$ cat config.mk
export PLATFORM = sky130hd
export DESIGN_NAME = lzwd_fifo
export DESIGN_NICKNAME = d
export VERILOG_FILES = /design/src/lzwd_fifo.sv
export SDC_FILE = /design/constraint.sdc
export NUM_CORES = 1
export LEC_CHECK = 0
export ABC_CLOCK_PERIOD_IN_PS = 6650
export BUFFER_PORTS_ARGS = -buffer_cell sky130_fd_sc_hd__buf_2
export CAP_MARGIN = 0
export CORE_MARGIN = 4
export CORE_UTILIZATION = 55
export CTS_BUF_LIST = sky130_fd_sc_hd__clkbuf_8
export CTS_CLUSTER_SIZE = 24
export DETAILED_ROUTE_END_ITERATION = 6
export PLACE_DENSITY = 0.78
export SYNTH_ARGS = -nofsm -noshare
export SYNTH_HDL_FRONTEND = slang
export SYNTH_SLANG_ARGS = --single-unit
$ cat constraint.sdc
create_clock -name i_clk -period 6.65 [get_ports i_clk]
set_input_delay 0.3325 -clock i_clk [delete_from_list [all_inputs] [get_ports i_clk]]
set_output_delay 0.3325 -clock i_clk [all_outputs]
set_load 0.01 [all_outputs]
$ cat src/lzwd_fifo.sv
// small register fifo with occupancy count
// no dependencies; used for the token queue and the result queue
`timescale 1ns / 1ps

module lzwd_fifo #(
    parameter int WIDTH = 8,
    parameter int DEPTH = 4
) (
    input  logic                       i_clk,
    input  logic                       i_rst_n,
    input  logic                       i_push,
    input  logic [WIDTH-1:0]           i_data,
    output logic                       o_full,
    input  logic                       i_pop,
    output logic [WIDTH-1:0]           o_data,
    output logic                       o_empty,
    output logic [$clog2(DEPTH+1)-1:0] o_count
);

    localparam int PW = (DEPTH > 1) ? $clog2(DEPTH) : 1;
    localparam int CW = $clog2(DEPTH + 1);
    localparam logic [PW-1:0] LAST_PTR = PW'(DEPTH - 1);

    logic [WIDTH-1:0] r_mem [DEPTH];
    logic [PW-1:0]    r_wr_ptr, n_wr_ptr;
    logic [PW-1:0]    r_rd_ptr, n_rd_ptr;
    logic [CW-1:0]    r_cnt, n_cnt;
    logic             do_push;
    logic             do_pop;

    assign o_full  = (r_cnt == CW'(DEPTH));
    assign o_empty = (r_cnt == '0);
    assign o_count = r_cnt;
    assign o_data  = r_mem[r_rd_ptr];
    assign do_push = i_push && !o_full;
    assign do_pop  = i_pop && !o_empty;

    // pointer and count update
    always_comb begin
        n_wr_ptr = r_wr_ptr;
        n_rd_ptr = r_rd_ptr;
        n_cnt    = r_cnt;
        if (do_push) begin
            n_wr_ptr = (r_wr_ptr == LAST_PTR) ? '0 : r_wr_ptr + 1'b1;
        end
        if (do_pop) begin
            n_rd_ptr = (r_rd_ptr == LAST_PTR) ? '0 : r_rd_ptr + 1'b1;
        end
        if (do_push && !do_pop) begin
            n_cnt = r_cnt + 1'b1;
        end else if (do_pop && !do_push) begin
            n_cnt = r_cnt - 1'b1;
        end
    end

    always_ff @(posedge i_clk) begin
        if (!i_rst_n) begin
            r_wr_ptr <= '0;
            r_rd_ptr <= '0;
            r_cnt    <= '0;
        end else begin
            r_wr_ptr <= n_wr_ptr;
            r_rd_ptr <= n_rd_ptr;
            r_cnt    <= n_cnt;
        end
    end

    // storage
    always_ff @(posedge i_clk) begin
        if (do_push) begin
            r_mem[r_wr_ptr] <= i_data;
        end
    end

endmodule

# --- Word level (Yosys, flattened, before mapping) ---
# Memories as Yosys holds them, arrays and structs flattened. A register that Yosys moved wholly into a read port is not among the register bits.
# Index checks and enable logic that the tools add are counted.
# W data, S select, Z words.
word_totals:
  ram_bits: 32
  register_bits: 7
  output_inout_bits: 13
  mem_count: 1
  in_bits: 12
  elab_cells: 29
mem_list:
  columns: ["memory", "depth", "width", "rd", "rd_ports_with_merged_regs", "write_ports", "line", "text"]
  rows:
  - ["r_mem", 4, 8, 1, 1, 1, "24", "logic [WIDTH-1:0] r_mem [DEPTH];"]
classes:
  n_eq_ne: 3
  mux: 8
  reduce_logical: 10
  addsub: 4
op_table:
  columns: ["op", "count"]
  rows:
  - ["$mux W2", 4]
  - ["$mux W3", 2]
  - ["$add A2 B1 Y2 const B", 2]
  - ["$eq A2 B2 Y1 const B", 2]
  - ["$logic_and A1 B1 Y1", 4]
  - ["$logic_not A1 Y1", 4]
  - ["$add A3 B1 Y3 const B", 1]
  - ["$eq A3 B3 Y1 const B", 1]
  - ["$logic_not A3 Y1", 1]
  - ["$sub A3 B1 Y3 const B", 1]
  - ["$mux W1", 2]
  - ["$reduce_bool A2 Y1", 1]

# --- Longest topological paths before layout ---
# Gate-level depths: netlist of the first run.
logic_depth:
  word_depth: 7
  depth_mapped: 9
  depth_no_buf: 8

# --- Worst setup path before layout of the first run ---
# Ideal clock, no wire load.
synth_timing:
  path_kind: "flip-flop to flip-flop"
  start: "register r_cnt[0] (netlist: o_count[0])"
  end: "register r_cnt[2] (netlist: o_count[2])"
  path_slack_ns: 4.507
  path_buffers: 0
  path_stages_with_launch: 8
  setup_ns: 0.076
  t_required_ns: 6.574
  period_less_slack_ns: 2.143
  arrival_time_ns: 2.067
  cell_sequence: "dfxtp_1 -> o31ai_1 -> ha_1 -> inv_1 -> fa_1 -> xor2_1 -> or3_1 -> a21boi_0"
synth_between:
  elab_chain_cells: 6
  word_cells_on_any_way: 15
  cone_classes: "add/sub (2); eq/ne (1); mux (2); reduce/logical (10)"
synth_rtl:
  columns: ["element", "line", "text"]
  rows:
  - ["start, declared", "27", "logic [CW-1:0] r_cnt, n_cnt;"]
  - ["start signal, assigned", "64", "r_cnt <= n_cnt;"]
  - ["branches (longest 6 deep; another with $sub A3 B1 Y3)", null, null]
# Several ways; the timed one is not identified. The select of a mux whose other input is x is not followed.
# A chain may end at the register's enable or synchronous reset.

# --- Final worst setup path of the first run ---
# Ends and elaborated chain as after synthesis.

==> summary.txt, run 1 <==
Yosys warnings - 0
Rows - 19
Hold EP - r_mem[3][5]$_DFFE_PP_
GP Congestion - 0.7518
CTS Sinks - 41
fillcell total - 196
initial antenna violation count - 0
mapped cell area - 1630 um2
worst skew pair latency - 0.29 ns
Slew @ Worst Pin - 0.5371 ns
clk root buf - clkbuf_8
RSZ-0062 raised after global routing - no
Final setup viols - 0
hold path startpoint - i_data[5]
PortBufs - 24
Reg2Reg Setup Slack - 4.30 ns
CP required - 6.87 ns
Post-CTS Hold Buffers - 0
Ant. Diodes - 0
vias in the first global route - 903
Register Area - 1141 um2
First DRT Iteration DRCs - 33
PwrDens - 380.4 nW/um2
Slew HR - 63.89%
Yosys cell types - 23
crit start category - flop
Slew Viols, Final - 0
IO Pins - 25
crit path kind - flop to flop
CP Capture Type - flop
Worst Reg2Reg Path Length in Cells - 8
Core ar. - 2805 um2
Worst R2R End - o_count[2]$_SDFFE_PN0P_
PnR worst setup slack - 4.299 ns
clock skew - 0.006776 ns
Vias/cell - 5.697
cells along the critical path - nor3b_2 -> nor2b_1 -> ha_1 -> inv_1 -> fa_1 -> xor2_1 -> or3_1 -> a21boi_0
HP Class - input pin to flop
Worst-path clk slew - 0.07 ns
Die ar. - 3899 um2
pin count of the biggest net entering global routing - 14
Place WS - 4.326 ns
first-pass GRT wire length - 4.347 mm
total track usage - 15.17%
Overflow after GRT - 0
layout cells sized above 1 - 33.06%
CP max FO - 7
chip width - 62.45 um
H-tree levels - 2
max_cap viols - 0
Post-route DRC - 0
DR WL/cell - 17.21 um
critical path's slowest cell - dfxtp_1
Critical Path AT - 2.57 ns
Post-Syn Instances - 93
first-pass iteration count of the detailed router - 4
cell leakage power - 0.7060 nW
Fin. Hold Viols - 0
CTS tree - built
maximum vdd drop - 0.0002381 V
f_max - 425.3 MHz
status - finished clean
syn_area_per_cell - 17.53 um2
top-area cell type share of the netlist area - 58.94%
postcts setup bufs - 0
commonest non-fill, non-tap cell in the layout - edfxtp_1
Post-DRT Antenna Nets - 0
reg2reg start - o_count[0]$_SDFFE_PN0P_
Detail Placement HPWL - 1.799 mm
Synth area leaders - edfxtp_1, dfxtp_1, mux4_2
Final min period - 2.351 ns
total CTS buffers - 5
CP max stage delay - 0.48 ns
final wirelength - 2.616 mm
CTS Buffer Depth - 2
area of the multi-input gates - 460.4 um2
post-route core utilization - 66.99%
commonest non-fill, non-tap cells in the layout - edfxtp_1, buf_2, dfxtp_1
#FFs+latches synth - 41
Syn Nets - 112
hold path depth - 1
Via Count - 866
area leader, netlist - edfxtp_1
post-synthesis sequential area ratio - 69.99%
Tcrit/Tclk final - 35.36%
post-CTS sizing - 0
fin nets - 139
Starting Density - 58.12%
Die Y - 62.45 um
setup tns final - 0 ns
Area Overhead vs Synth - 15.27%
[cells in the mapped netlist, drive strengths merged]
library cell / number
a21boi: 1
and2: 5
buf: 3
clkbuf: 1
dfxtp: 9
edfxtp: 32
fa: 1
ha: 6
inv: 3
mux2i: 3
mux4: 8
nand2: 6
nand3: 2
nor2: 2
nor2b: 2
nor3: 1
nor3b: 1
o21ai: 3
o31ai: 1
or3: 1
xnor2: 1
xor2: 1
[registers in the layout, indices dropped and copies added (netlist names), named ones only]
name and count:
r_wr_ptr 2, o_count 3, r_rd_ptr 2, r_mem 32
[logic make-up (layout without fill, tap and decap cells)]
group,count (synthesis),in the layout,synth area share [%]
buf+inv,7,35,1.765
flops,41,41,69.99
xor+xnor,2,2,1.075
mux,11,11,12.89
fa+ha+maj,7,7,5.833
simple gates,20,20,6.600
compound gates,5,5,1.842
[worst max-delay path, delay by kind of cell, from the launching register on]
kind | cells | cell delay [ns]
buf+inv | 1 | 0.06
flops | 1 | 0.48
fa+ha+maj | 2 | 0.65
simple gates | 3 | 0.78
xor+xnor | 1 | 0.16
compound gates | 1 | 0.15
[metal layers]
metal	share of wire, %	track usage [%]
met5	0	0
met4	2.6	8.815
met3	5.5	6.115
met2	52	24.90
met1	40	16.56
[how the worst max path moves through the flow]
| stage | cells after the start | start | end | slack [ns] |
|---|---|---|---|---|
| CTS | 8 | o_count[0]$_SDFFE_PN0P_ | o_count[2]$_SDFFE_PN0P_ | 4.29 |
| floorplan | 7 | o_count[0]$_SDFFE_PN0P_ | o_count[2]$_SDFFE_PN0P_ | 4.51 |
| finish | 8 | o_count[0]$_SDFFE_PN0P_ | o_count[2]$_SDFFE_PN0P_ | 4.30 |
| global route | 7 | o_count[0]$_SDFFE_PN0P_ | o_count[2]$_SDFFE_PN0P_ | 4.13 |
| detailed placement | 8 | o_count[0]$_SDFFE_PN0P_ | o_count[2]$_SDFFE_PN0P_ | 4.33 |
| global placement | 8 | o_count[0]$_SDFFE_PN0P_ | o_count[2]$_SDFFE_PN0P_ | 4.44 |
[metrics by stage]
stage                     cell area [um2]  std cells  total power, mW  hold slack [ns]
after floorplan                      1630         93           0.4705           0.4314
after global placement               1772        144           0.5232           0.4865
after detailed placement             1772        144           0.5321           0.4987
after CTS                            1879        152           0.7222           0.2447
after global routing                 1879        152           0.7567           0.2463
final                                1879        152           0.7148           0.2533
[where the power goes]
group / leakage (nW) / switching [mW] / internal, mW
clock: 0.0593 / 0.0801 / 0.110
sequential: 0.367 / 0.0360 / 0.315
combinational: 0.279 / 0.0827 / 0.0909
total: 0.706 / 0.199 / 0.516
[cell type report]
cell class	instances	area share, %
Clock buffer	5	3.662
Timing Repair Buffer	24	6.391
Clock inverter	3	2.064
Tap cell	31	2.064
Inverter	3	0.5992
Sequential cell	41	60.72
Multi-Input combinational cell	45	24.50
(Power assumes the default switching activity.)
==> run 2, diff against run 1 <==
Settings changed: ABC_CLOCK_PERIOD_IN_PS 6650 to 2100, CORE_UTILIZATION 55 to 52, PLACE_DENSITY 0.78 to 0.77.
Clock period 6.65 ns to 2.1 ns, I/O delays scaled along.
==> summary.txt, run 2 (same netlist as run 1, synthesis figures left out) <==
status - finished clean (unchanged)
CTS Sinks - 41 (unchanged)
Die ar. - 4095 um2 (was 3899 um2)
post-layout instance area - 1927 um2 (was 1879 um2)
PnR worst setup slack - 0.1189 ns (was 4.299 ns)
PwrDens - 1141 nW/um2 (was 380.4 nW/um2)
commonest non-fill, non-tap cells in the layout - edfxtp_1, buf_2, mux4_2 (was edfxtp_1, buf_2, dfxtp_1)
clock skew - 0.004319 ns (was 0.006776 ns)
Hold EP - r_mem[3][5]$_DFFE_PP_ (unchanged)
Slew @ Worst Pin - 0.5408 ns (was 0.5371 ns)
area of the multi-input gates - 479.2 um2 (was 460.4 um2)
hold path depth - 1 (unchanged)
reg2reg start - o_count[2]$_SDFFE_PN0P_ (was o_count[0]$_SDFFE_PN0P_)
top cell family by delay on the critical path - simple AND/OR/NAND/NOR gates (unchanged)
Ant. Diodes - 0 (unchanged)
PortBufs - 24 (unchanged)
switching pwr - 644.5 uW (was 198.7 uW)
clock share of power - 22.3% (was 26.6%)
cell leakage power - 0.7123 nW (was 0.7060 nW)
RSZ-0062 raised after global routing - no (unchanged)
max_cap viols - 0 (unchanged)
first-pass GRT wire length - 4.126 mm (was 4.347 mm)
CTS Buffer Depth - 2 (unchanged)
total CTS buffers - 5 (unchanged)
commonest non-fill, non-tap cell in the layout - edfxtp_1 (unchanged)
f_max - 504.8 MHz (was 425.3 MHz)
cells along the critical path - nor3b_2 -> nor2b_2 -> ha_2 -> inv_1 -> fa_1 -> xor2_1 -> or3_1 -> a21boi_1 (was nor3b_2 -> nor2b_1 -> ha_1 -> inv_1 -> fa_1 -> xor2_1 -> or3_1 -> a21boi_0)
Tcrit/Tclk final - 94.34% (was 35.36%)
Comb pwr share - 26.7% (was 24.3%)
crit path kind - flop to flop (unchanged)
Final setup viols - 0 (unchanged)
Die Y - 64.00 um (was 62.45 um)
Overflow after GRT - 0 (unchanged)
first-pass iteration count of the detailed router - 5 (was 4)
H-tree levels - 2 (unchanged)
CP Buf/Inv Count - 1 (unchanged)
worst skew pair latency - 0.29 ns (about the same)
Most flops, register - r_mem (unchanged)
CP max stage delay - 0.38 ns (was 0.48 ns)
Place WS - -0.01264 ns (was 4.326 ns)
CTS tree - built (unchanged)
Via Count - 865 (was 866)
crit start category - flop (unchanged)
initial antenna violation count - 0 (unchanged)
Worst R2R End - o_count[2]$_SDFFE_PN0P_ (unchanged)
hold path startpoint - i_data[5] (unchanged)
post-route core utilization - 63.64% (was 66.99%)
final wirelength - 2.455 mm (was 2.616 mm)
CP required - 2.31 ns (was 6.87 ns)
Reg2Reg Setup Slack - 0.12 ns (was 4.30 ns)
clk root buf - clkbuf_8 (unchanged)
CP max FO - 6 (was 7)
CP Capture Type - flop (unchanged)
layout cells sized above 1 - 40.80% (was 33.06%)
Detail Placement HPWL - 1.699 mm (was 1.799 mm)
pin count of the biggest net entering global routing - 14 (unchanged)
fin nets - 143 (was 139)
maximum vdd drop - 0.0007600 V (was 0.0002381 V)
Starting Density - 53.84% (was 58.12%)
Slew Viols, Final - 0 (unchanged)
Register Area - 1145 um2 (was 1141 um2)
Post-DP Area - 1817 um2 (was 1772 um2)
Pint - 1.554 mW (was 516.1 uW)
Rows - 20 (was 19)
Post-CTS Hold Buffers - 0 (unchanged)
fillcell total - 213 (was 196)
Final min period - 1.981 ns (was 2.351 ns)
HP Class - input pin to flop (unchanged)
total track usage - 14.02% (was 15.17%)
Critical Path AT - 2.20 ns (was 2.57 ns)
GP Congestion - 0.6704 (was 0.7518)
max FFs per register - 32 (unchanged)
chip width - 64.00 um (was 62.45 um)
Worst Reg2Reg Path Length in Cells - 8 (unchanged)
IO Pins - 25 (unchanged)
DR WL/cell - 14.53 um (was 17.21 um)
vias in the first global route - 894 (was 903)
Area Overhead vs Synth - 18.19% (was 15.27%)
Reg power frac - 51.0% (was 49.2%)
Vias/cell - 5.118 (was 5.697)
critical path's slowest cell - fa_1 (was dfxtp_1)
Post-DRT Antenna Nets - 0 (unchanged)
setup tns final - 0 ns (unchanged)
Post-route DRC - 0 (unchanged)
Finished Layout Cells - 169 (was 152)
placed insts - 160 (was 144)
Fin. Hold Viols - 0 (unchanged)
Slew HR - 63.89% (about the same)
Worst-path clk slew - 0.08 ns (was 0.07 ns)
switching share of total power - 29.32% (was 27.80%)
First DRT Iteration DRCs - 19 (was 33)
Core ar. - 3028 um2 (was 2805 um2)
==> run 2: power by group through the flow <==
stage          logic (mW)  registers [mW]  clock network [mW]
2_1_floorplan       0.414            1.08                   0
3_3_place_gp        0.559            1.12                   0
3_5_place_dp        0.577            1.13                   0
4_1_cts             0.582            1.12               0.502
5_1_grt             0.647            1.15               0.538
6_report            0.588            1.12               0.490
==> run 2: stage by stage <==
step,total power [mW],hold WS [ns]
2_1_floorplan,1.497,0.2039
4_1_cts,2.202,0.01574
6_report,2.198,0.02801
5_1_grt,2.330,0.01890
3_3_place_gp,1.680,0.3148
3_5_place_dp,1.711,0.3214
==> run 2: routing by layer <==
layer / part of all wire [%] / track usage (%) / vias up / wire [um]
li1: - / - / 411 / -
met1: 41 / 15.65 / 419 / 1015
met2: 50 / 22.58 / 31 / 1228
met3: 6.3 / 5.448 / 4 / 154
met4: 2.3 / 8.356 / 0 / 57
met5: 0 / 0 / - / 0
==> run 2: layout make-up <==
type	count	area share (%)
Multi-Input combinational cell	45	24.87
Clock buffer	5	3.571
Sequential cell	41	59.42
Clock inverter	3	0.9091
Inverter	3	0.5844
Timing Repair Buffer	28	7.792
Tap cell	44	2.857
==> run 2: worst max-delay path by stage <==
stage,start,end,cells after the start
after global routing,o_count[2]$_SDFFE_PN0P_,o_count[2]$_SDFFE_PN0P_,8
after detailed placement,o_count[2]$_SDFFE_PN0P_,o_count[2]$_SDFFE_PN0P_,8
after global placement,o_count[2]$_SDFFE_PN0P_,o_count[2]$_SDFFE_PN0P_,8
after CTS,o_count[1]$_SDFFE_PN0P_,o_count[2]$_SDFFE_PN0P_,7
after floorplan,o_count[1]$_SDFFE_PN0P_,o_count[2]$_SDFFE_PN0P_,9
final,o_count[2]$_SDFFE_PN0P_,o_count[2]$_SDFFE_PN0P_,8
==> run 2: timing repair <==
item,4_1_cts,5_1_grt
setup buffers,0,1
resized for setup,2,4
cloned,0,0
pin swaps,0,1
endpoints found under the setup margin,1,1
==> run 3, diff against run 2 <==
Settings changed: REMOVE_ABC_BUFFERS set to 1.
==> summary.txt, run 3 (same netlist as run 1, synthesis figures left out) <==
clk root buf - clkbuf_8 (unchanged)
CP max stage delay - 0.38 ns (about the same)
Slew @ Worst Pin - 0.5435 ns (was 0.5408 ns)
post-route core utilization - 63.35% (was 63.64%)
Final setup viols - 0 (unchanged)
Met3 Wirelength - 138 um (was 154 um)
pin count of the biggest net entering global routing - 13 (was 14)
DR WL/cell - 15.16 um (was 14.53 um)
Die Y - 64.00 um (unchanged)
Critical Path AT - 2.23 ns (was 2.20 ns)
top cell family by delay on the critical path - simple AND/OR/NAND/NOR gates (unchanged)
Detail Placement HPWL - 1.831 mm (was 1.699 mm)
Register Area - 1142 um2 (was 1145 um2)
CP Capture Type - flop (unchanged)
GP Congestion - 0.7074 (was 0.6704)
Slew Viols, Final - 0 (unchanged)
Ant. Diodes - 0 (unchanged)
cell leakage power - 0.7140 nW (was 0.7123 nW)
CP Buf/Inv Count - 1 (unchanged)
Tcrit/Tclk final - 96.06% (was 94.34%)
Most flops, register - r_mem (unchanged)
Fin. Hold Viols - 0 (unchanged)
Via Count - 882 (was 865)
Die ar. - 4095 um2 (unchanged)
Starting Density - 53.84% (unchanged)
Overflow after GRT - 0 (unchanged)
placed insts - 161 (was 160)
First DRT Iteration DRCs - 18 (was 19)
HP Class - input pin to flop (unchanged)
PwrDens - 1154 nW/um2 (was 1141 nW/um2)
commonest non-fill, non-tap cell in the layout - edfxtp_1 (unchanged)
fin nets - 143 (unchanged)
final wirelength - 2.562 mm (was 2.455 mm)
crit path kind - flop to flop (unchanged)
H-tree levels - 2 (unchanged)
IO Pins - 25 (unchanged)
CTS Sinks - 41 (unchanged)
maximum vdd drop - 0.0006572 V (was 0.0007600 V)
PnR worst setup slack - 0.08264 ns (was 0.1189 ns)
Final min period - 2.017 ns (was 1.981 ns)
Place WS - 0.01147 ns (was -0.01264 ns)
CP max FO - 6 (unchanged)
clock share of power - 23.0% (was 22.3%)
CP required - 2.31 ns (about the same)
RSZ-0062 raised after global routing - no (unchanged)
met1 wire length - 1.042 mm (was 1.015 mm)
CTS tree - built (unchanged)
clock skew - 0.004019 ns (was 0.004319 ns)
Post-CTS Hold Buffers - 0 (unchanged)
Post-route DRC - 0 (unchanged)
total track usage - 14.63% (was 14.02%)
Worst-path clk slew - 0.07 ns (was 0.08 ns)
status - finished clean (unchanged)
chip width - 64.00 um (unchanged)
first-pass iteration count of the detailed router - 4 (was 5)
Vias/cell - 5.219 (was 5.118)
Core ar. - 3028 um2 (unchanged)
PortBufs - 24 (unchanged)
Pint - 1.581 mW (was 1.554 mW)
met2 WL - 1.324 mm (was 1.228 mm)
Finished Layout Cells - 169 (unchanged)
Reg power frac - 49.7% (was 51.0%)
Area Overhead vs Synth - 17.65% (was 18.19%)
Post-DRT Antenna Nets - 0 (unchanged)
crit start category - flop (unchanged)
Comb pwr share - 27.3% (was 26.7%)
f_max - 495.7 MHz (was 504.8 MHz)
Slew HR - 63.72% (was 63.89%)
area of the multi-input gates - 467.9 um2 (was 479.2 um2)
worst skew pair latency - 0.29 ns (about the same)
commonest non-fill, non-tap cells in the layout - edfxtp_1, buf_2, mux4_2, dfxtp_1 (was edfxtp_1, buf_2, mux4_2)
max_cap viols - 0 (unchanged)
cells along the critical path - nor3b_2 -> nor2b_1 -> ha_2 -> inv_1 -> fa_1 -> xor2_1 -> or3_1 -> a21boi_1 (was nor3b_2 -> nor2b_2 -> ha_2 -> inv_1 -> fa_1 -> xor2_1 -> or3_1 -> a21boi_1)
max FFs per register - 32 (unchanged)
postcts setup bufs - 0 (unchanged)
layout cells sized above 1 - 37.60% (was 40.80%)
vias in the first global route - 920 (was 894)
initial antenna violation count - 0 (unchanged)
Rows - 20 (unchanged)
total CTS buffers - 5 (unchanged)
first-pass GRT wire length - 4.340 mm (was 4.126 mm)
max layer used - met4 (unchanged)
switching pwr - 632.2 uW (was 644.5 uW)
fillcell total - 229 (was 213)
critical path's slowest cell - fa_1 (unchanged)
CTS Buffer Depth - 2 (unchanged)
switching share of total power - 28.56% (was 29.32%)
## run 3: metal layers
metal  vias to the layer above  GRT usage (%)
met3                         5          5.448
met2                        22          25.16
li1                        411              -
met4                         0          7.278
met5                         -              0
met1                       444          15.65
## run 3: layout make-up
| type | instances | area share (%) |
|---|---|---|
| clock inverter | 2 | 0.4566 |
| timing repair buffer | 28 | 7.828 |
| clock buffer | 6 | 4.305 |
| inverter | 3 | 0.5871 |
| sequential | 41 | 59.56 |
| multi-input combinational | 45 | 24.40 |
| tap | 44 | 2.870 |
## run 3: repair_timing
item                                   CTS  global route
pin swaps                                0             1
resized for setup                        2             2
endpoints found under the hold margin    0             0
setup endpoints to repair                1             1
## run 3: final timing paths
kind | slack, ns | from | to | cells after the start
worst max register to register | 0.08 | o_count[2]$_SDFFE_PN0P_ | o_count[2]$_SDFFE_PN0P_ | 8
worst min register to register | 0.50 | r_wr_ptr[1]$_SDFFE_PN0P_ | r_wr_ptr[1]$_SDFFE_PN0P_ | 2
worst max-delay path | 0.08 | o_count[2]$_SDFFE_PN0P_ | o_count[2]$_SDFFE_PN0P_ | 8
worst min-delay path | 0.04 | i_data[6] | r_mem[3][6]$_DFFE_PP_ | 1
## run 3: stage by stage
stage | cell area (um2) | hold slack (ns) | total power, mW | TNS [ns]
4_1_cts | 1914 | 0.02563 | 2.239 | 0
3_5_place_dp | 1818 | 0.3270 | 1.723 | 0
5_1_grt | 1918 | 0.02292 | 2.352 | 0
3_3_place_gp | 1818 | 0.3149 | 1.686 | 0
6_report | 1918 | 0.03568 | 2.214 | 0
2_1_floorplan | 1613 | 0.2039 | 1.477 | -0.1253
## run 3: power by group through the flow
stage	registers [mW]	clock network [mW]	logic [mW]
after global routing	1.12	0.564	0.666
after global placement	1.11	0	0.577
after detailed placement	1.12	0	0.603
final	1.10	0.509	0.603
after floorplan	1.11	0	0.366
after CTS	1.11	0.523	0.610
