===== config.mk =====
export PLATFORM = sky130hd
export DESIGN_NAME = lzwd_front
export DESIGN_NICKNAME = d
export VERILOG_FILES = /design/src/lzwd_pkg.sv /design/src/lzwd_front.sv
export SDC_FILE = /design/constraint.sdc
export NUM_CORES = 1
export LEC_CHECK = 0
export ABC_AREA = 1
export BUFFER_PORTS_ARGS = -buffer_cell sky130_fd_sc_hd__buf_4
export CORE_MARGIN = 4
export CORE_UTILIZATION = 42
export CTS_CLUSTER_DIAMETER = 30
export DETAILED_ROUTE_END_ITERATION = 7
export PLACE_DENSITY = 0.69
export SYNTH_ARGS = -nofsm -noshare
export SYNTH_HDL_FRONTEND = slang
export SYNTH_SLANG_ARGS = --single-unit
export TNS_END_PERCENT = 100

===== constraint.sdc =====
create_clock -name i_clk -period 6.65 [get_ports i_clk]
set_input_delay 0.665 -clock i_clk [delete_from_list [all_inputs] [get_ports i_clk]]
set_output_delay 0.665 -clock i_clk [all_outputs]
set_load 0.01 [all_outputs]

===== src/lzwd_pkg.sv =====
// shared types and constants of the lzss window decompressor
// no dependencies
`timescale 1ns / 1ps

package lzwd_pkg;

    // fixed field widths of the token, result and configuration items
    localparam int DIST_W     = 12;
    localparam int LEN_CODE_W = 6;
    localparam int LIT_W      = 8;
    localparam int OUT_SYM_W  = 8;
    localparam int CFG_W      = 7;
    localparam int CFG_IDX_W  = 2;
    localparam int STEP_W     = $clog2(DIST_W + 1);

    // configuration register indexes
    localparam logic [CFG_IDX_W-1:0] CFG_LEN_BIAS = CFG_IDX_W'(0);
    localparam logic [CFG_IDX_W-1:0] CFG_LEN_CAP  = CFG_IDX_W'(1);

    // configuration reset values
    localparam logic [CFG_W-1:0] LEN_BIAS_RST = CFG_W'(3);
    localparam logic [CFG_W-1:0] LEN_CAP_RST  = CFG_W'(18);

    // one input token
    typedef struct packed {
        logic                  is_match;
        logic [LIT_W-1:0]      literal;
        logic [LEN_CODE_W-1:0] length_code;
        logic [DIST_W-1:0]     distance;
    } t_in_item;

    // one decoded symbol
    typedef struct packed {
        logic [OUT_SYM_W-1:0] symbol;
        logic                 last;
    } t_out_item;

    // live configuration seen by the front end
    typedef struct packed {
        logic [CFG_W-1:0] len_bias;
        logic [CFG_W-1:0] len_cap;
    } t_cfg;

endpackage


===== src/lzwd_front.sv =====
// front end: accepts tokens, reduces the distance into the window and clamps the length
// depends on lzwd_pkg; feeds the token queue
`timescale 1ns / 1ps

module lzwd_front
    import lzwd_pkg::*;
#(
    parameter int HIST_DEPTH   = 4096,
    parameter int SYMBOL_WIDTH = 8,
    parameter int MAX_MATCH    = 64
) (
    input  logic           i_clk,
    input  logic           i_rst_n,
    input  logic           i_push,
    output logic           o_full,
    input  t_in_item       i_item,
    input  t_cfg           i_cfg,
    output logic           o_tok_push,
    output logic [1+SYMBOL_WIDTH+$clog2(MAX_MATCH+1)+$clog2(HIST_DEPTH)-1:0] o_tok_data,
    input  logic           i_tok_full
);

    localparam int AW      = $clog2(HIST_DEPTH);
    localparam int LEN_W   = $clog2(MAX_MATCH + 1);
    localparam bit IS_POW2 = ((HIST_DEPTH & (HIST_DEPTH - 1)) == 0);

    // number of compare-subtract steps that bring a distance below the window
    function automatic int f_nstep(input int w);
        int n;
        n = 0;
        for (int i = 0; i < DIST_W; i++) begin
            if ((longint'(w) << i) <= longint'((1 << DIST_W) - 1)) begin
                n = n + 1;
            end
        end
        return n;
    endfunction

    localparam int NSTEP = IS_POW2 ? 0 : f_nstep(HIST_DEPTH);
    localparam logic [STEP_W-1:0] NSTEP_V = STEP_W'(NSTEP);
    localparam logic [DIST_W:0]   WIN_TH  = (DIST_W + 1)'(HIST_DEPTH);
    localparam logic [7:0]        MAX_M8  = 8'(MAX_MATCH);

    typedef struct packed {
        logic                    is_match;
        logic [SYMBOL_WIDTH-1:0] sym;
        logic [LEN_W-1:0]        len;
        logic [AW-1:0]           back_dist;
    } t_token;

    logic              r_valid, n_valid;
    t_in_item          r_item;
    logic [DIST_W-1:0] r_dist, n_dist;
    logic [STEP_W-1:0] r_step, n_step;
    logic              done;
    logic              accept;
    logic [STEP_W-1:0] step_idx;
    logic [DIST_W:0]   thr;
    logic [7:0]        max8;
    logic [7:0]        lim8;
    logic [7:0]        len8;
    t_token            tok;

    assign done       = (r_step == '0);
    assign o_tok_push = r_valid && done && !i_tok_full;
    assign o_full     = r_valid && !o_tok_push;
    assign accept     = i_push && !o_full;
    assign step_idx   = r_step - 1'b1;
    assign thr        = WIN_TH << step_idx;

    // holding register and distance reduction, one step per cycle
    always_comb begin
        n_valid = r_valid;
        n_dist  = r_dist;
        n_step  = r_step;
        if (accept) begin
            n_valid = 1'b1;
            n_dist  = i_item.distance;
            n_step  = i_item.is_match ? NSTEP_V : '0;
        end else if (o_tok_push) begin
            n_valid = 1'b0;
        end else if (r_valid && !done) begin
            n_step = step_idx;
            if ({1'b0, r_dist} >= thr) begin
                n_dist = DIST_W'({1'b0, r_dist} - thr);
            end
        end
    end

    always_ff @(posedge i_clk) begin
        if (!i_rst_n) begin
            r_valid <= 1'b0;
            r_step  <= '0;
        end else begin
            r_valid <= n_valid;
            r_step  <= n_step;
        end
    end

    always_ff @(posedge i_clk) begin
        if (accept) begin
            r_item <= i_item;
        end
        r_dist <= n_dist;
    end

    // match length: clamp limit to 1..MAX_MATCH, clamp length, zero becomes one, as does a literal
    always_comb begin
        max8 = {1'b0, i_cfg.len_cap};
        lim8 = (max8 > MAX_M8) ? MAX_M8 : max8;
        if (lim8 == '0) begin
            lim8 = 8'd1;
        end
        len8 = {2'b00, r_item.length_code} + {1'b0, i_cfg.len_bias};
        if (len8 > lim8) begin
            len8 = lim8;
        end
        if (len8 == '0 || !r_item.is_match) begin
            len8 = 8'd1;
        end
    end

    // token to the back end
    always_comb begin
        tok.is_match  = r_item.is_match;
        tok.sym       = SYMBOL_WIDTH'(r_item.literal);
        tok.len       = LEN_W'(len8);
        tok.back_dist = AW'(r_dist);
    end

    assign o_tok_data = tok;

endmodule


# == Word level (Yosys, flattened, before mapping) ==
# Index checks and enable logic that the tools add are counted.
# op_classes
n_bitwise,2
magnitude_cmp,3
add_sub_neg,3
shift,1
eq_ne,1
n_mux,10
n_reduce_logical,20
# ops
cell,count
$mux W12,4
$mux W7,3
$logic_not A8 Y1,2
$ge A12 B13 Y1,1
$shl A13 B4 Y13 const A,1
$sub A12 B12 Y12,1
$add A6 B7 Y8,1
$gt A8 B8 Y1,1
$mux W8,1
$gt A7 B7 Y1 const B,1
$reduce_bool A2 Y1,3
$logic_and A1 B1 Y1,5
$logic_not A1 Y1,5
$logic_not A4 Y1,1
$sub A4 B1 Y4 const B,1
$reduce_and A3 Y1,1
$mux W1,2
$ne A2 B1 Y1 const B,1
$not A1 Y1,2
$reduce_and A2 Y1,1
$reduce_or A2 Y1,1
$logic_or A1 B1 Y1,1
# word_totals
out_inout_bits,30
ff_bits,32

# == Longest topological paths before layout ==
# Gate-level depths: netlist (run 1).
# depth
depth_word,9
depth_mapped,23
depth_no_buf,23

# == Worst setup path before layout (run 1) ==
# No wires, ideal clock.
# synth_path
path_kind,input to output
from,input port i_cfg[7] (netlist bit)
to,output port o_tok_data[13]
path_buffers,0
t_required_ns,5.985
slack_ns,2.895
stages,21
t_arrival_ns,3.090
cell_sequence,ha_1 > inv_1 > fa_1 > inv_1 > nand3_1 > nand3_1 > xor2_1 > inv_1 > ha_1 > nand2_1 > nor2_1 > nand4_1 > nand2_1 > nand3_4 > nand2_1 > nand2_1 > nand2_1 > nor2_2 > nand2_2 > nand2_4 > nor2_1
# synth_between
elab_chain_len,6
# synth_lines
element,line_no,source
"start, declared",lzwd_front.sv:17,"input t_cfg i_cfg,"
$add A6 B7 Y8 *,lzwd_front.sv:114,"len8 = {2'b00, r_item.length_code} + {1'b0, i_cfg.len_bias};"
$gt A8 B8 Y1,lzwd_front.sv:115,if (len8 > lim8) begin
$mux W8 *,lzwd_front.sv:115,
$logic_not A8 Y1,lzwd_front.sv:118,if (len8 == '0 || !r_item.is_match) begin
$logic_or A1 B1 Y1,lzwd_front.sv:118,
$mux W7 *,lzwd_front.sv:118,
"end, declared",lzwd_front.sv:19,"output logic [1+SYMBOL_WIDTH+$clog2(MAX_MATCH+1)+$clog2(HIST_DEPTH)-1:0] o_tok_data,"
# Mark *: on every way between the ends. The rest lies on a longest branch, timed or not.

# == Worst setup path in the final report (run 1) ==
# layout_path
from,input port i_cfg[7] (netlist bit)
to,output port o_tok_data[17]
# Same word-level chain as after synthesis.

==> qor.yml, run 1 <==
critical_path_peak_fanout: 8
cts-htree-levels: 2
ant_nets: 0
required_ps: 5980
antenna_found_initial: 0
grt.total_usage_pct: 15.0
rsz0062_at_grt: "no"
syn_nets: 307
multiInputGateArea_um2: 940
grt_start_max_net_pins: 25
ff_latch_area_um2: 911
fillers: 472
syn_to_final_growth_pct: 31.5
core-area_um2: 4750
syn_inst: 246
final_layout_size_suffix_gt1_share_pct: 30.5
synth-seq-cells: 32
clock_sinks: 32
slew_viol_final: 0
regToRegSetupSlack_ps: 4500
routed_via_density: 4.57
crit_start: "i_cfg[7]"
cp_cell_sequence: "buf_4 -> ha_1 -> inv_1 -> fa_1 -> inv_1 -> nand3_1 -> nand3_1 -> xor2_1 -> inv_1 -> ha_1 -> nand2_1 -> nor2_1 -> nand4_1 -> nand2_1 -> nand3_4 -> inv_1 -> nand2_1 -> nand2_1 -> nor2_1 -> nand2_2 -> nand2_4 -> nor2_1 -> buf_4"
ys_seq_area_share_pct: 44.0
cts_setup_buffers: 0
crit_family: "simple AND/OR/NAND/NOR gates"
detail_route.wl_per_cell_um: 11.4
drt_iter0_drc: 47
status: "complete, no violations"
cts_root_buf: "clkbuf_8"
worst-path-buf-inv: 6
overflow: 0
cts_buffers: 5
setup_viol: 0
slew_headroom_pct: 73.5
fin_crit_sh_pct: 63.9
ir_worst_vdd_v: 0.000157
nets: 378
drtPass1Iterations: 4
r2r_end: "r_dist[5]$_DFFE_PP_"
maxCapViolations: 0
post_cts_resized: 0
fin_skew_ps: 3.65
netlist-cell-type-count: 29
start_util_pct: 43.5
tns_ps: 0
synth_area_per_cell_um2: 8.41
crit_path_top_delay_cell: "fa_1"
ctsHoldBuffers: 0
slowest_delay_ps: 400
ios: 75
yosysWarnings: 0
chipHeight_um: 78.2
reg2reg_depth: 8
routed_wl_mm: 4.40
grt_pass1_vias: 1729
timing.fmax_mhz: 235
syn_area_um2: 2070
cp-end-kind: "primary output"
grt_pass1_wl_mm: 7.32
dr_total_vias: 1759
endpoint: "o_tok_data[17]"
r2r_start: "r_step[0]$_SDFFE_PP0P_"
dp_hpwl_mm: 3.64
leakage_nw: 1.37
gp_congestion: 0.898
hold_viol: 0
path_class: "input pin to primary output"
final_common_cell: "nand2_1"
cts_buffer_depth: 2
min_path_type: "flip-flop to flip-flop"
clkLatencyLatePin_ps: 280
cts_tree: "yes"
worst-path-stages: 23
tightest_slew_ps: 398
final_util_pct: 57.2
cts.clk_slew.worst_paths_ps: 60
diodes: 0
arrival_ps: 3580
period_needed_ps: 4250
rows: 25
port_buffers: 74
power_density_nw_per_um2: 208
route.detailed.drc: 0
worstSetupStartpointType: "input pin"
most-common-layout-cells: "nand2_1, buf_4, inv_1, edfxtp_1, nor2_1"
die_x_um: 78.2
die_area_um2: 6110
per-stage QoR:
stage | std cells | hold slack [ps] | total power [mW] | setup slack (ps) | area (µm²)
2_1_floorplan | 246 | 454 | 0.363 | 2900 | 2070
3_3_place_gp | 377 | 475 | 0.429 | 2420 | 2640
3_5_place_dp | 377 | 485 | 0.432 | 2410 | 2640
4_1_cts | 385 | 494 | 0.572 | 2390 | 2720
5_1_grt | 385 | 528 | 0.607 | 2030 | 2720
6_report | 385 | 491 | 0.566 | 2400 | 2720
synth_stat cells:
cell type	instances	area [µm²]
nand2_1	80	300
inv_1	37	139
edfxtp_1	27	811
nor2_1	19	71.3
ha_1	15	188
buf_4	9	67.6
nand4_1	9	56.3
a21oi_1	8	40.0
nand3_1	6	30.0
dfxtp_1	5	100
xor2_1	4	35.0
nand2_2	3	18.8
nor2_2	3	18.8
or2_2	3	18.8
buf_2	2	10.0
nor4_1	2	12.5
xnor2_1	2	17.5
a21o_1	1	7.51
a21oi_2	1	8.76
fa_1	1	20.0
inv_2	1	3.75
nand2_4	1	11.3
nand3_2	1	10.0
nand3_4	1	17.5
nand4_4	1	21.3
nor3_1	1	5.00
o21a_1	1	7.51
o21ai_0	1	5.00
o21ai_4	1	16.3
how the worst min path moves through the flow:
stage | from | cells after the start | slack, ps | to
3_3_place_gp | r_step[1]$_SDFFE_PP0P_ | 2 | 480 | r_step[1]$_SDFFE_PP0P_
6_report | r_step[1]$_SDFFE_PP0P_ | 2 | 490 | r_step[1]$_SDFFE_PP0P_
2_1_floorplan | r_step[1]$_SDFFE_PP0P_ | 2 | 450 | r_step[1]$_SDFFE_PP0P_
3_5_place_dp | r_step[1]$_SDFFE_PP0P_ | 2 | 480 | r_step[1]$_SDFFE_PP0P_
4_1_cts | r_step[1]$_SDFFE_PP0P_ | 2 | 490 | r_step[1]$_SDFFE_PP0P_
5_1_grt | r_step[1]$_SDFFE_PP0P_ | 2 | 530 | r_step[1]$_SDFFE_PP0P_
worst register-to-register path, delay by kind of cell, from the launching register on:
kind / cells / cell delay [ps]
buf+inv: 2 / 380
fa+ha+maj: 1 / 220
simple gates: 5 / 830
flops: 1 / 370
cell families (layout without fill, tap and decap cells):
| group | after synthesis | count (layout) | share of synthesized area, % |
|---|---|---|---|
| simple gates | 130 | 130 | 28.6 |
| buf+inv | 49 | 121 | 10.6 |
| flops | 32 | 32 | 44.0 |
| fa+ha+maj | 16 | 16 | 10.0 |
| compound gates | 13 | 13 | 4.11 |
| xor+xnor | 6 | 6 | 2.54 |
per-layer routing:
metal  GRT usage [%]  routed length, µm  vias to the layer above
li1                -                  -                      924
met1            16.0               1760                      777
met2            27.7               2250                       53
met3            5.28                340                        5
met4            4.55                 48                        0
met5               0                  0                        -
where the power goes:
part / internal [mW] / switching, mW
combinational: 0.0825 / 0.104
sequential: 0.234 / 0.00559
clock: 0.0727 / 0.0665
registers in the layout, indices dropped and copies added, names as in the netlist:
| register | cells |
|---|---|
| o_tok_data | 9 |
| r_dist | 12 |
| r_item | 6 |
| r_step | 4 |
| r_valid | 1 |
final cells by class:
type | count | share of cell area, %
clock buffers | 7 | 2.81
clock inverters | 1 | 0.138
inverters | 38 | 5.24
multi-input cells | 165 | 34.5
flip-flops and latches | 32 | 33.5
well taps | 67 | 3.08
repair buffers | 75 | 20.7
No activity file was read; power rests on OpenSTA's default activity.
==> inputs of run 2 (changes only) <==
--- a/config.mk
+++ b/config.mk
@@ -11,7 +11,7 @@
 export CORE_UTILIZATION = 42
 export CTS_CLUSTER_DIAMETER = 30
 export DETAILED_ROUTE_END_ITERATION = 7
-export PLACE_DENSITY = 0.69
+export PLACE_DENSITY = 0.72
 export SYNTH_ARGS = -nofsm -noshare
 export SYNTH_HDL_FRONTEND = slang
 export SYNTH_SLANG_ARGS = --single-unit
==> constraint.sdc (replaced) <==
create_clock -name i_clk -period 3.8 [get_ports i_clk]
set_input_delay 0.38 -clock i_clk [delete_from_list [all_inputs] [get_ports i_clk]]
set_output_delay 0.38 -clock i_clk [all_outputs]
set_load 0.01 [all_outputs]
==> run 2 against run 1 <==
  * Core utilization rose by 2.6 points
  * First-iteration DRC count rose by 4.3%
  * Power rose by 93%
  * Register-to-register slack got worse by 2900 ps
  * Critical path type is now flip-flop to primary output
==> qor.yml, run 2 (synthesis gave the netlist of run 1 again) <==
core-area_um2: 4750  # unchanged
grt_pass1_wl_mm: 7.41  # was 7.32 mm
clkLatencyLatePin_ps: 280  # about the same
grt_start_max_net_pins: 25  # unchanged
cts_tree: "yes"  # unchanged
nets: 379  # was 378
reg2reg_depth: 8  # unchanged
period_needed_ps: 3610
gp_congestion: 0.879  # was 0.898
most-common-layout-cells: "nand2_1, buf_4, inv_1, edfxtp_1, nor2_1"  # unchanged
hold_viol: 0  # unchanged
cp_cell_sequence: "ha_4 -> inv_1 -> fa_2 -> inv_2 -> nand3_1 -> nand3_2 -> xor2_2 -> inv_1 -> ha_1 -> nand2_1 -> nor2_2 -> nand2_1 -> nand2_1 -> nand2_4 -> nand3_4 -> nand2_1 -> nand2_1 -> nand2_1 -> nor2_1 -> nand2_2 -> nand2_4 -> nor2_2 -> buf_4"  # was buf_4 -> ha_1 -> inv_1 -> fa_1 -> inv_1 -> nand3_1 -> nand3_1 -> xor2_1 -> inv_1 -> ha_1 -> nand2_1 -> nor2_1 -> nand4_1 -> nand2_1 -> nand3_4 -> inv_1 -> nand2_1 -> nand2_1 -> nor2_1 -> nand2_2 -> nand2_4 -> nor2_1 -> buf_4
final_layout_size_suffix_gt1_share_pct: 37.0  # was 30.5%
die_x_um: 78.2  # unchanged
ios: 75  # unchanged
grt_pass1_vias: 1750  # was 1729
regToRegSetupSlack_ps: 1620  # was 4500 ps
routed_wl_mm: 4.73  # was 4.40 mm
worst-path-buf-inv: 4  # was 6
cts.clk_slew.worst_paths_ps: 70  # was 60 ps
timing.fmax_mhz: 277
fin_cells: 386  # was 385
dp_hpwl_mm: 3.69  # was 3.64 mm
crit_family: "simple AND/OR/NAND/NOR gates"  # unchanged
die_area_um2: 6110  # unchanged
required_ps: 3420  # was 5980 ps
place_inst: 377  # unchanged
crit_path_top_delay_cell: "edfxtp_1"  # was fa_1
final_common_cell: "nand2_1"  # unchanged
detail_route.wl_per_cell_um: 12.2  # was 11.4 µm
antenna_found_initial: 0  # unchanged
diodes: 0  # unchanged
clock_sinks: 32  # unchanged
leakage_nw: 1.39  # was 1.37 nW
path_common_cell: "nand2_1"
r2r_start: "r_step[0]$_SDFFE_PP0P_"  # unchanged
slew_headroom_pct: 73.3  # was 73.5%
top_register: "r_dist"  # unchanged
power_density_nw_per_um2: 385  # was 208 nW/µm²
routed_via_density: 4.66  # was 4.57
ir_worst_vdd_v: 0.000327  # was 0.000157 V
fin_skew_ps: 6.55  # was 3.65 ps
slowest_delay_ps: 370  # was 400 ps
grt.total_usage_pct: 15.3  # was 15.0%
cts_buffers: 5  # unchanged
cp-end-kind: "primary output"  # unchanged
arrival_ps: 3230  # was 3580 ps
min_path_cells: 1  # was 2
syn_to_final_growth_pct: 37.4  # was 31.5%
slew_viol_final: 0  # unchanged
fin_crit_sh_pct: 95.1
drtPass1Iterations: 5  # was 4
route.detailed.drc: 0  # unchanged
rows: 25  # unchanged
chipHeight_um: 78.2  # unchanged
ctsHoldBuffers: 0  # unchanged
worstSetupStartpointType: "flip-flop"  # was input pin
worstHoldStart: "i_item[15]"  # was r_step[1]$_SDFFE_PP0P_
dr_total_vias: 1797  # was 1759
min_path_type: "input pin to flip-flop"  # was flip-flop to flip-flop
drt_iter0_drc: 49  # was 47
overflow: 0  # unchanged
total_power_mw: 1.09  # was 566 µW
path_class: "flip-flop to primary output"  # was input pin to primary output
start_util_pct: 43.5  # unchanged
status: "complete, no violations"  # unchanged
setup_viol: 0  # unchanged
critical_path_peak_fanout: 8  # unchanged
final_util_pct: 59.8  # was 57.2%
tightest_slew_ps: 400  # was 398 ps
cts_buffer_depth: 2  # unchanged
ant_nets: 0  # unchanged
holdWs_ps: 272  # was 491 ps
r2r_end: "r_dist[5]$_DFFE_PP_"  # unchanged
cts-htree-levels: 2  # unchanged
largest_register_ffs: 12  # unchanged
cts_root_buf: "clkbuf_8"  # unchanged
min_to: "r_item[15]$_DFFE_PP_"  # was r_step[1]$_SDFFE_PP0P_
tns_ps: 0  # unchanged
port_buffers: 74  # unchanged
maxCapViolations: 0  # unchanged
-- run 2: worst max-delay path by stage --
stage / to / cells after the start / slack (ps) / start
after floorplan: o_tok_data[13] / 21 / 620 / i_cfg[7]
after detailed placement: o_tok_data[17] / 22 / 150 / i_cfg[7]
after global placement: o_tok_data[15] / 23 / 170 / i_cfg[7]
final: o_tok_data[16] / 23 / 190 / r_item[12]$_DFFE_PP_
after global routing: o_tok_data[18] / 23 / -40 / r_item[12]$_DFFE_PP_
after CTS: o_tok_data[17] / 21 / 60 / r_item[12]$_DFFE_PP_
-- run 2: area by class of cell --
cell class,count,area [µm²]
Clock buffer,5,68.8
Clock inverter,3,37.5
Fill cell,438,1910
Inverter,38,143
Multi-Input combinational cell,165,1030
Sequential cell,32,911
Tap cell,67,83.8
Timing Repair Buffer,76,571
-- run 2: per-stage QoR --
step	worst slack [ps]	instance area (µm²)
2_1_floorplan	615	2070
3_3_place_gp	174	2640
3_5_place_dp	149	2640
4_1_cts	64.3	2750
5_1_grt	-41.1	2840
6_report	187	2840
-- run 2: what timing repair did --
item	in CTS	in global routing
gates resized for setup	1	20
pin swaps	0	4
endpoints found under the setup margin	4	7
setup buffers	0	1
hold endpoints to repair	0	0
-- run 2: power breakdown --
group,internal (mW),switching [mW],leakage (nW)
registers,0.410,0.0102,0.301
logic,0.160,0.201,1.04
clock network,0.191,0.121,0.0532
-- run 2: routing by layer --
metal / global-route usage (%) / vias to the layer above / share of wire, %
li1: - / 922 / -
met1: 15.2 / 788 / 37
met2: 27.7 / 73 / 50
met3: 5.85 / 14 / 10
met4: 7.52 / 0 / 3.1
met5: 0 / - / 0
==> inputs of run 3 (changes only) <==
--- a/config.mk
+++ b/config.mk
@@ -12,6 +12,7 @@
 export CTS_CLUSTER_DIAMETER = 30
 export DETAILED_ROUTE_END_ITERATION = 7
 export PLACE_DENSITY = 0.72
+export RECOVER_POWER = 25
 export SYNTH_ARGS = -nofsm -noshare
 export SYNTH_HDL_FRONTEND = slang
 export SYNTH_SLANG_ARGS = --single-unit
==> run 3 against run 2 <==
  * Sequential share of layout area is 0.30 points higher
  * Largest power group unchanged
  * Clock skew hardly changed
  * Via count hardly changed
  * Die area stayed put
  * Worst setup slack worse by 0.99 ps
  * Critical path depth stayed put
  * Wire length is 0.13% higher
  * Combinational power is 1% lower
==> qor.yml, run 3 (synthesis gave the netlist of run 1 again) <==
grt_pass1_vias: 1750  # unchanged
maxCapViolations: 0  # unchanged
place_inst: 377  # unchanged
clkLatencyLatePin_ps: 280  # about the same
path_class: "flip-flop to primary output"  # unchanged
routed_via_density: 4.65  # was 4.66
min_path_cells: 1  # unchanged
nets: 379  # unchanged
ir_worst_vdd_v: 0.000327  # about the same
cts_root_buf: "clkbuf_8"  # unchanged
leakage_nw: 1.37  # was 1.39 nW
ios: 75  # unchanged
status: "complete, no violations"  # unchanged
fin_crit_sh_pct: 95.1  # about the same
tightest_slew_ps: 398  # was 400 ps
cts-htree-levels: 2  # unchanged
drt_iter0_drc: 34  # was 49
r2r_start: "r_step[0]$_SDFFE_PP0P_"  # unchanged
clock_sinks: 32  # unchanged
ant_nets: 0  # unchanged
cp-end-kind: "primary output"  # unchanged
top_register: "r_dist"  # unchanged
overflow: 0  # unchanged
fin_cells: 386  # unchanged
ctsHoldBuffers: 0  # unchanged
crit_start: "r_item[12]$_DFFE_PP_"  # unchanged
worstSetupStartpointType: "flip-flop"  # unchanged
total_power_mw: 1.09  # about the same
p_seq_share_pct: 38.6  # was 38.5%
cts.clk_slew.worst_paths_ps: 70  # about the same
cts_buffer_depth: 2  # unchanged
placed_cell_area_um2: 2640  # unchanged
grt.total_usage_pct: 15.3  # unchanged
p_int_uw: 757  # was 761 µW
required_ps: 3420  # about the same
final_layout_size_suffix_gt1_share_pct: 34.8  # was 37.0%
routed_wl_mm: 4.73  # about the same
die_area_um2: 6110  # unchanged
p_switching_uw: 331  # about the same
fin_skew_ps: 6.06  # was 6.55 ps
most-common-layout-cells: "nand2_1, buf_4, inv_1, edfxtp_1, clkbuf_4"  # was nand2_1, buf_4, inv_1, edfxtp_1, nor2_1
period_needed_ps: 3610  # about the same
power_frac_clock_pct: 28.6  # was 28.5%
power_density_nw_per_um2: 386  # was 385 nW/µm²
arrival_ps: 3230  # about the same
detail_route.wl_per_cell_um: 12.3  # was 12.2 µm
switching_share_pct: 30.4  # was 30.3%
largest_register_ffs: 12  # unchanged
slew_headroom_pct: 73.4  # was 73.3%
rows: 25  # unchanged
worstHoldStart: "i_item[15]"  # unchanged
hold_viol: 0  # unchanged
min_path_type: "input pin to flip-flop"  # unchanged
grt_pass1_wl_mm: 7.41  # unchanged
drtPass1Iterations: 4  # was 5
dr_total_vias: 1796  # was 1797
setup_viol: 0  # unchanged
core-area_um2: 4750  # unchanged
grt_start_max_net_pins: 25  # unchanged
chipHeight_um: 78.2  # unchanged
final_common_cell: "nand2_1"  # unchanged
slew_viol_final: 0  # unchanged
timing.fmax_mhz: 277  # about the same
port_buffers: 74  # unchanged
reg2reg_depth: 8  # unchanged
critical_path_peak_fanout: 8  # unchanged
cts_tree: "yes"  # unchanged
cts_buffers: 5  # unchanged
route.detailed.drc: 0  # unchanged
syn_to_final_growth_pct: 36.1  # was 37.4%
combPwrFrac_pct: 32.8  # was 33.0%
die_x_um: 78.2  # unchanged
dp_hpwl_mm: 3.69  # unchanged
start_util_pct: 43.5  # unchanged
design_area_um2: 2820  # was 2840 µm²
diodes: 0  # unchanged
gp_congestion: 0.879  # unchanged
antenna_found_initial: 0  # unchanged
-- run 3: power by group through the flow --
stage	sequential, mW	combinational (mW)	clock (mW)
2_1_floorplan	0.430	0.204	0
3_3_place_gp	0.426	0.324	0
3_5_place_dp	0.426	0.331	0
4_1_cts	0.420	0.333	0.319
5_1_grt	0.422	0.399	0.334
6_report	0.420	0.357	0.311
-- run 3: critical path: stages (launching register included) --
cell	delay, ps
edfxtp_1	370
ha_4	150
inv_1	50
fa_2	360
inv_2	70
nand3_1	70
nand3_2	90
xor2_2	160
inv_1	70
ha_1	270
nand2_1	60
nor2_2	100
nand2_1	80
nand2_1	110
nand2_4	90
nand3_4	130
nand2_1	60
nand2_1	100
nand2_1	70
nor2_1	120
nand2_2	90
nand2_4	110
nor2_2	40
buf_4	130
-- run 3: path summary, 6_finish.rpt --
check / to / slack (ps)
worst min-delay path: r_item[15]$_DFFE_PP_ / 290
worst max-delay path: o_tok_data[16] / 190
worst min register to register: r_step[1]$_SDFFE_PP0P_ / 490
worst max register to register: r_dist[5]$_DFFE_PP_ / 1630
-- run 3: area by class of cell --
cell class | count | area, µm²
multi-input cells | 165 | 1030
clock buffers | 5 | 68.8
well taps | 67 | 83.8
flip-flops and latches | 32 | 911
clock inverters | 3 | 37.5
fillers | 450 | 1940
inverters | 38 | 143
repair buffers | 76 | 544
-- run 3: routing by layer --
| layer | global-route usage (%) | wire length, µm | vias to the layer above |
|---|---|---|---|
| met5 | 0 | 0 | - |
| met4 | 7.52 | 148 | 0 |
| met3 | 5.85 | 476 | 14 |
| met2 | 27.7 | 2380 | 73 |
| met1 | 15.2 | 1730 | 786 |
| li1 | - | - | 923 |
-- run 3: per-stage QoR --
step           util [%]  hold slack, ps  setup TNS [ps]  setup WS, ps
5_1_grt            59.2             284            -211         -41.1
2_1_floorplan         -             454               0           615
3_5_place_dp       55.5             479               0           149
4_1_cts            57.8             263               0          64.3
6_report           59.2             294               0           186
3_3_place_gp       55.5             472               0           174
-- run 3: timing repair --
action                                  CTS  global route
pin swaps                                 0             4
endpoints found under the hold margin     0             0
cloned                                    0             0
resized for setup                         1            20
endpoints found under the setup margin    4             7
buffers inserted                          0             1
